`src/rtl/core/whitespace_tolerant_stream_compare_unit_defines.svh`:
```
// Assertion macros shared by the stream compare RTL.
`ifndef WHITESPACE_TOLERANT_STREAM_COMPARE_UNIT_DEFINES_SVH
`define WHITESPACE_TOLERANT_STREAM_COMPARE_UNIT_DEFINES_SVH

`ifndef ASSERT_OFF
`define WTSC_ASSERT(label, prop) \
  label: assert property (@(posedge clk_i) disable iff (!rst_ni) prop) \
    else $error("wtsc assertion failed");
`define WTSC_ASSERT_NEVER(label, cond) \
  label: assert property (@(posedge clk_i) disable iff (!rst_ni) !(cond)) \
    else $error("wtsc forbidden condition seen");
`else
`define WTSC_ASSERT(label, prop)
`define WTSC_ASSERT_NEVER(label, cond)
`endif

`endif

```
`src/rtl/core/wtsc_pkg.sv`:
```
// Types and constants of the whitespace tolerant stream compare unit.
package wtsc_pkg;

  // Stream selector codes
  localparam logic StreamExpected = 1'b0;
  localparam logic StreamProduced = 1'b1;

  // Blank characters
  localparam logic [7:0] ChSpace = 8'h20;
  localparam logic [7:0] ChTab   = 8'h09;
  localparam logic [7:0] ChCr    = 8'h0D;
  localparam logic [7:0] ChLf    = 8'h0A;

  // Verdict codes
  localparam logic [1:0] VerdictAccepted     = 2'd0;
  localparam logic [1:0] VerdictPresentation = 2'd1;
  localparam logic [1:0] VerdictWrong        = 2'd2;

  typedef struct packed {
    logic       func;
    logic [7:0] data_byte;
    logic       is_end;
  } in_item_t;

  typedef struct packed {
    logic [1:0] verdict;
    logic       skew_overflow;
  } out_item_t;

  // Command from the top level to one skew ring
  typedef struct packed {
    logic       feed;
    logic       stream;
    logic [7:0] data_byte;
    logic       other_ended;
    logic       clear;
  } ring_cmd_t;

  // Status from one skew ring
  typedef struct packed {
    logic match;
    logic empty;
    logic overflow;
  } ring_stat_t;

  function automatic logic is_blank(input logic [7:0] b);
    return (b == ChSpace) || (b == ChTab) || (b == ChCr) || (b == ChLf);
  endfunction

endpackage

```
`src/rtl/core/wtsc_outq.sv`:
```
// Two-entry result queue between the compare logic and the output channel.
module wtsc_outq (
  input  logic                clk_i,
  input  logic                rst_ni,
  input  logic                push_i,
  input  wtsc_pkg::out_item_t push_item_i,
  output logic                space_o,
  output logic                out_valid_o,
  input  logic                out_ready_i,
  output wtsc_pkg::out_item_t out_item_o
);

  logic [1:0]          cnt_q, cnt_d;
  wtsc_pkg::out_item_t slot0_q, slot1_q;
  logic                pop;
  logic [1:0]          tgt;

  assign pop = out_valid_o && out_ready_i;
  assign tgt = cnt_q - {1'b0, pop};
  assign cnt_d = cnt_q + {1'b0, push_i} - {1'b0, pop};

  // Track fill level
  always_ff @(posedge clk_i or negedge rst_ni) begin
    if (!rst_ni) begin
      cnt_q <= 2'd0;
    end else begin
      cnt_q <= cnt_d;
    end
  end

  // Shift on drain, write new item at the first free slot
  always_ff @(posedge clk_i) begin
    if (pop && (cnt_q == 2'd2)) begin
      slot0_q <= slot1_q;
    end
    if (push_i) begin
      if (tgt == 2'd0) begin
        slot0_q <= push_item_i;
      end else begin
        slot1_q <= push_item_i;
      end
    end
  end

  assign space_o     = (cnt_q != 2'd2);
  assign out_valid_o = (cnt_q != 2'd0);
  assign out_item_o  = slot0_q;

endmodule
```
`config.mk`:
```
export PLATFORM = sky130hd
export DESIGN_NAME = wtsc_outq
export DESIGN_NICKNAME = d
export VERILOG_FILES = /design/src/rtl/core/whitespace_tolerant_stream_compare_unit_defines.svh /design/src/rtl/core/wtsc_pkg.sv /design/src/rtl/core/wtsc_outq.sv
export SDC_FILE = /design/constraint.sdc
export NUM_CORES = 1
export LEC_CHECK = 0
export BUFFER_PORTS_ARGS = -buffer_cell sky130_fd_sc_hd__buf_4
export CAP_MARGIN = 10
export CORE_AREA = 3 3 40 42
export DETAILED_ROUTE_END_ITERATION = 16
export DIE_AREA = 0 0 43 45
export HOLD_SLACK_MARGIN = 0.06
export MAX_ROUTING_LAYER = met4
export SLEW_MARGIN = 20
export SYNTH_ARGS = -nofsm -noshare
export SYNTH_HDL_FRONTEND = slang
export SYNTH_SLANG_ARGS = --single-unit
```
`constraint.sdc`:
```
create_clock -name clk_i -period 4.15 [get_ports clk_i]
set_input_delay 0.6225 -clock clk_i [delete_from_list [all_inputs] [get_ports clk_i]]
set_output_delay 0.6225 -clock clk_i [all_outputs]
set_load 0.005 [all_outputs]
```
==> impl_metrics.tcl, run 1 <==
set metrics [dict create \
    insertion_delay_ns 0.26 \
    grt_pass1_vias 237 \
    wl_met1_um 234 \
    r2r-end "cnt_q[1]" \
    fin_crit_ns 1.75 \
    status "completed" \
    required_ns 4.33 \
    setup_viol 0 \
    regArea_sq_um 200 \
    antennaDiodeCount 0 \
    vias 241 \
    r2r_start "cnt_q[1]" \
    grt_antenna_before_repair 0 \
    whs_ns 0.138 \
    post-cts-setup-buffer-count 0 \
    dieArea_sq_um 1940 \
    portBuffers 11 \
    rsz0062_at_grt "no" \
    drive_gt1_share_pct 34.1 \
    path_clk_slew_ns 0.05 \
    fp-row-count 13 \
    fp.dieW_um 43 \
    synth_cell_types 15 \
    grt_usage_pct 7.97 \
    first_pass_iters 2 \
    crit_path_end_kind "flop" \
    clock_skew_ns 0.00369 \
    clockRootBuffer "clkbuf_4" \
    preCtsSetupSlack_ns 2.38 \
    fp.dieH_um 45 \
    fin_crit_sh_pct 42.3 \
    yosys.area.top_type_share_pct 25.8 \
    crit_chain "or2_1 > and2_1 > ha_1 > inv_1 > ha_1 > xnor2_1 > xnor2_1" \
    critical_path.slowest_cell "dfrtp_1" \
    tns_ns 0 \
    initialDrtViolationCount 5 \
    critPathLaunchType "flop" \
    overflow 0 \
    max_freq_ghz 0.570 \
    grt_pass1_wl_um 972 \
    syn2layout_area_growth_pct 36.6 \
    worstSetupPathType "flop to flop" \
    fillers 126 \
    cts_buffers 3 \
    p_leak_uw 0.000229 \
    wirelength_um 589 \
    cts_buffer_depth 2 \
    clock_sinks 8 \
    cpPeakStageDelay_ns 0.44 \
    cts_tree "built" \
    vias_per_cell 4.08 \
    slew_headroom_pct 85.5 \
    hpwlAfterDp_um 474 \
    drc 0 \
    tightestPinTransition_ns 0.217 \
    htree_levels 1 \
    yosys-top-cells-area "edfxtp_1, dfxtp_1, dfrtp_1" \
    cellPowerDensity_nw_per_um2 729 \
    cp_data_arrival_time_ns 1.93 \
    grt_max_degree 7 \
    wl_met2_um 295 \
    route.met3.wl_um 44 \
    min_path_type "primary input to async pin" \
    reg2reg_depth 7 \
    multi_input_area_sq_um 141 \
    synth.ff_latch_count 8 \
    gp_congestion 0.723 \
    highest_layer "met4" \
    seq_area_frac_synth_pct 57.3 \
    synth_top_cell_by_area "edfxtp_1" \
    timing_hold_violations_final 0 \
    post_cts_resized 0 \
    netlist_area_sq_um 349 \
    start_util_pct 27.2 \
    setup_slack_ns 2.40 \
    rrSetupSlack_ns 2.40 \
    synth_warnings 0 \
    io_pins 12 \
    cts_hold_buf 0 \
    report.final.slew_viol_count 0 \
    synthCells 29 \
    core_region_area_sq_um 1280 \
    worst_ir_drop_vdd_uv 280 \
    ant_nets 0 \
    syn_area_per_cell_sq_um 12.0 \
    layout.nets 54 \
    mostFrequentLayoutCell "buf_4" \
    cp_max_fo 6 \
    synth_fp_nets 38 \
    cap_violations 0 \
    avgRoutedWirePerCell_um 9.98 \
]
[kinds of logic (layout without fill, tap and decap cells)]
group                      after synthesis  after routing  share of synthesized area (%)
DFF                                      8              8                           57.3
and+or+nand+nor                          8              8                           13.3
AOI/OAI and AO/OA                        4              4                           6.45
muxes                                    3              3                           8.60
adders and majority gates                2              2                           7.17
xor gates and xnor gates                 2              2                           5.02
buffers and inverters                    2             17                           2.15
[synth_stat cells]
cell type,number
ha_1,2
xnor2_1,2
a21oi_1,3
nand3b_1,1
nand3b_2,1
inv_1,2
or2_1,1
nand2_1,1
dfxtp_1,3
edfxtp_1,3
mux2i_1,3
nor2_1,3
o21a_1,1
dfrtp_1,2
and2_1,1
[final cells by class]
cell class,instances,area share (%)
inverters,2,1.57
well taps,15,3.94
multi-input cells,19,29.7
flip-flops and latches,8,42.0
clock buffers,4,5.51
repair buffers,11,17.3
[flip-flops by register name, summed over array words and instances (netlist names)]
signal and flops:
cnt_q 2, out_item_o 3, slot1_q 3
[worst max-delay path by stage]
stage | startpoint | endpoint | depth (start not counted)
after global placement | out_ready_i | cnt_q[1] | 7
after detailed placement | out_ready_i | cnt_q[1] | 7
after CTS | cnt_q[1] | cnt_q[1] | 7
after floorplan | cnt_q[1] | cnt_q[1] | 7
after global routing | cnt_q[1] | cnt_q[1] | 7
final | cnt_q[1] | cnt_q[1] | 7
[per-stage QoR]
step	util, %	std cells	power (uW)	cell area, sq um
2_1_floorplan	-	29	228	349
3_3_place_gp	35.1	55	286	450
3_5_place_dp	35.1	55	286	450
4_1_cts	37.1	59	355	477
5_1_grt	37.1	59	382	477
6_report	37.1	59	347	477
[metal layers]
layer	GRT usage, %	up-vias
li1	-	130
met1	6.95	103
met2	11.4	6
met3	5.58	2
met4	7.23	0
met5	-	-
[critical path, delay by kind of cell (launching register included)]
kind	cells	cell delay [ns]
buffers and inverters	1	0.05
and+or+nand+nor	2	0.42
adders and majority gates	2	0.46
DFF	1	0.44
xor gates and xnor gates	2	0.29
[where the power goes]
part	internal, uW	switching [uW]
clock	36.9	28.7
combinational	83.8	59.9
sequential	118	20.0
total	239	109
(Power assumes the default switching activity.)
==> run 2: changes to the inputs <==
==> constraint.sdc (replaced) <==
create_clock -name clk_i -period 1.5 [get_ports clk_i]
set_input_delay 0.225 -clock clk_i [delete_from_list [all_inputs] [get_ports clk_i]]
set_output_delay 0.225 -clock clk_i [all_outputs]
set_load 0.005 [all_outputs]
==> run 2 against run 1 <==
Effect of this change: the run now ends with negative setup slack left; clock skew fell by 0.00064 ns; clock power rose to 2.8 times the previous value; sequential cell count did not move; count of clock-buffer cells in the layout did not move; setup slack got worse by 2.5 ns; global-route usage rose by 0.49 points; via count rose by 17%; worst hold slack improved by 0.010 ns; non-clock buffer count rose by 7; sequential power rose to 2.6 times the previous value; register-to-register slack got worse by 2.5 ns.
==> impl_metrics.tcl, run 2 (synthesis results as in run 1) <==
set metrics [dict create \
    cp_data_arrival_time_ns 1.72 \
    syn2layout_area_growth_pct 62.4 \
    fin_crit_ns 1.57 \
    max_freq_ghz 0.635 \
    setup_slack_ns -0.0746 \
    core_region_area_sq_um 1280 \
    reg2reg_depth 7 \
    portBuffers 11 \
    vias 283 \
    clockRootBuffer "clkbuf_4" \
    ant_nets 0 \
    dieArea_sq_um 1940 \
    r2r-end "cnt_q[1]" \
    p_leak_uw 0.000265 \
    place_area_sq_um 475 \
    fp-row-count 13 \
    gp_congestion 0.696 \
    holdPathEnd "slot1_q[1]" \
    min_path_type "primary input to flop" \
    slew_headroom_pct 85.0 \
    wirelength_um 660 \
    timing_hold_violations_final 0 \
    first_pass_iters 4 \
    grt_pass1_wl_mm 1.08 \
    start_util_pct 27.2 \
    critPathLaunchType "flop" \
    cp_max_fo 2 \
    cts_buffers 3 \
    fin_crit_sh_pct 105 \
    rrSetupSlack_ns -0.07 \
    fp.dieW_um 43 \
    mostFrequentLayoutCell "buf_4" \
    grt_usage_pct 8.46 \
    rsz0062_at_grt "yes" \
    vias_per_cell 4.29 \
    worstSetupPathType "flop to flop" \
    final_cell_area_sq_um 567 \
    layout.nets 61 \
    report.final.slew_viol_count 0 \
    required_ns 1.64 \
    overflow 0 \
    io_pins 12 \
    initialDrtViolationCount 7 \
    avgRoutedWirePerCell_um 10.0 \
    setup_viol 7 \
    grt_antenna_before_repair 0 \
    failed_checks "negative setup slack" \
    grt_pass1_vias 277 \
    crit_path_end_kind "flop" \
    clock_sinks 8 \
    drive_gt1_share_pct 51.0 \
    cts_buffer_depth 2 \
    antennaDiodeCount 0 \
    r2r_start "cnt_q[0]" \
    cts_tree "built" \
    grt_max_degree 7 \
    cap_violations 0 \
    htree_levels 1 \
    clock_skew_ns 0.00305 \
    drc 0 \
    worst_ir_drop_vdd_uv 832 \
    hpwlAfterDp_um 501 \
    fp.dieH_um 45 \
    status "finished with violations" \
    path_clk_slew_ns 0.06 \
    holdPathStages 1 \
    preCtsSetupSlack_ns -0.133 \
    hp-start "push_item_i[1]" \
    cellPowerDensity_nw_per_um2 2080 \
    insertion_delay_ns 0.26 \
    tightestPinTransition_ns 0.224 \
]
run 2: area by class of cell:
cell class / count / area (sq um)
Fill cell: 121 / 718
Clock buffer: 4 / 26.3
Multi-Input combinational cell: 19 / 176
Sequential cell: 8 / 200
Timing Repair Buffer: 18 / 138
Inverter: 2 / 7.51
Tap cell: 15 / 18.8
run 2: how the worst max path moves through the flow:
stage | startpoint | to | slack [ns] | cells past startpoint
2_1_floorplan | cnt_q[1] | cnt_q[1] | -0.14 | 7
3_3_place_gp | cnt_q[0] | cnt_q[1] | -0.12 | 7
3_5_place_dp | cnt_q[0] | cnt_q[1] | -0.13 | 7
4_1_cts | cnt_q[1] | cnt_q[1] | -0.07 | 7
5_1_grt | cnt_q[0] | cnt_q[1] | -0.13 | 7
6_report | cnt_q[0] | cnt_q[1] | -0.07 | 7
run 2: routing by layer:
layer | global-route usage (%) | vias up | share of wire (%)
met4 | 9.04 | 0 | 4.1
met3 | 3.59 | 4 | 7.1
met5 | - | - | 0
met1 | 7.86 | 128 | 37
li1 | - | 142 | -
met2 | 12.6 | 9 | 51
run 2: critical path: stages, from the launching register on:
cell and delay [ns]:
dfrtp_1 0.37, or2_1 0.24, and2_4 0.15, ha_4 0.26, inv_2 0.04, ha_4 0.15
xnor2_2 0.13, xnor2_1 0.12
run 2: metrics by stage:
| stage | hold slack (ns) | utilization, % | setup TNS, ns | cells | power (uW) |
|---|---|---|---|---|---|
| after floorplan | -0.0706 | - | -0.486 | 29 | 632 |
| after global placement | 0.00783 | 37.0 | -0.573 | 58 | 853 |
| after detailed placement | 0.00983 | 37.0 | -0.557 | 58 | 859 |
| after CTS | 0.148 | 43.5 | -0.0911 | 65 | 1170 |
| after global routing | 0.138 | 44.1 | -0.590 | 66 | 1270 |
| final | 0.148 | 44.1 | -0.148 | 66 | 1180 |
run 2: power breakdown:
part,leakage [uW],internal [uW],total (uW),switching [uW]
Combinational,0.000173,389,635,246
Sequential,0.0000774,326,363,36.2
Clock,0.0000150,102,183,80.7
run 2: timing repair:
action	in CTS	in global routing
endpoints found under the setup margin	8	7
gates cloned	0	0
hold endpoints to repair	2	0
hold buffers	1	0
resized for setup	5	0
pin swaps	2	2
buffers inserted	2	1
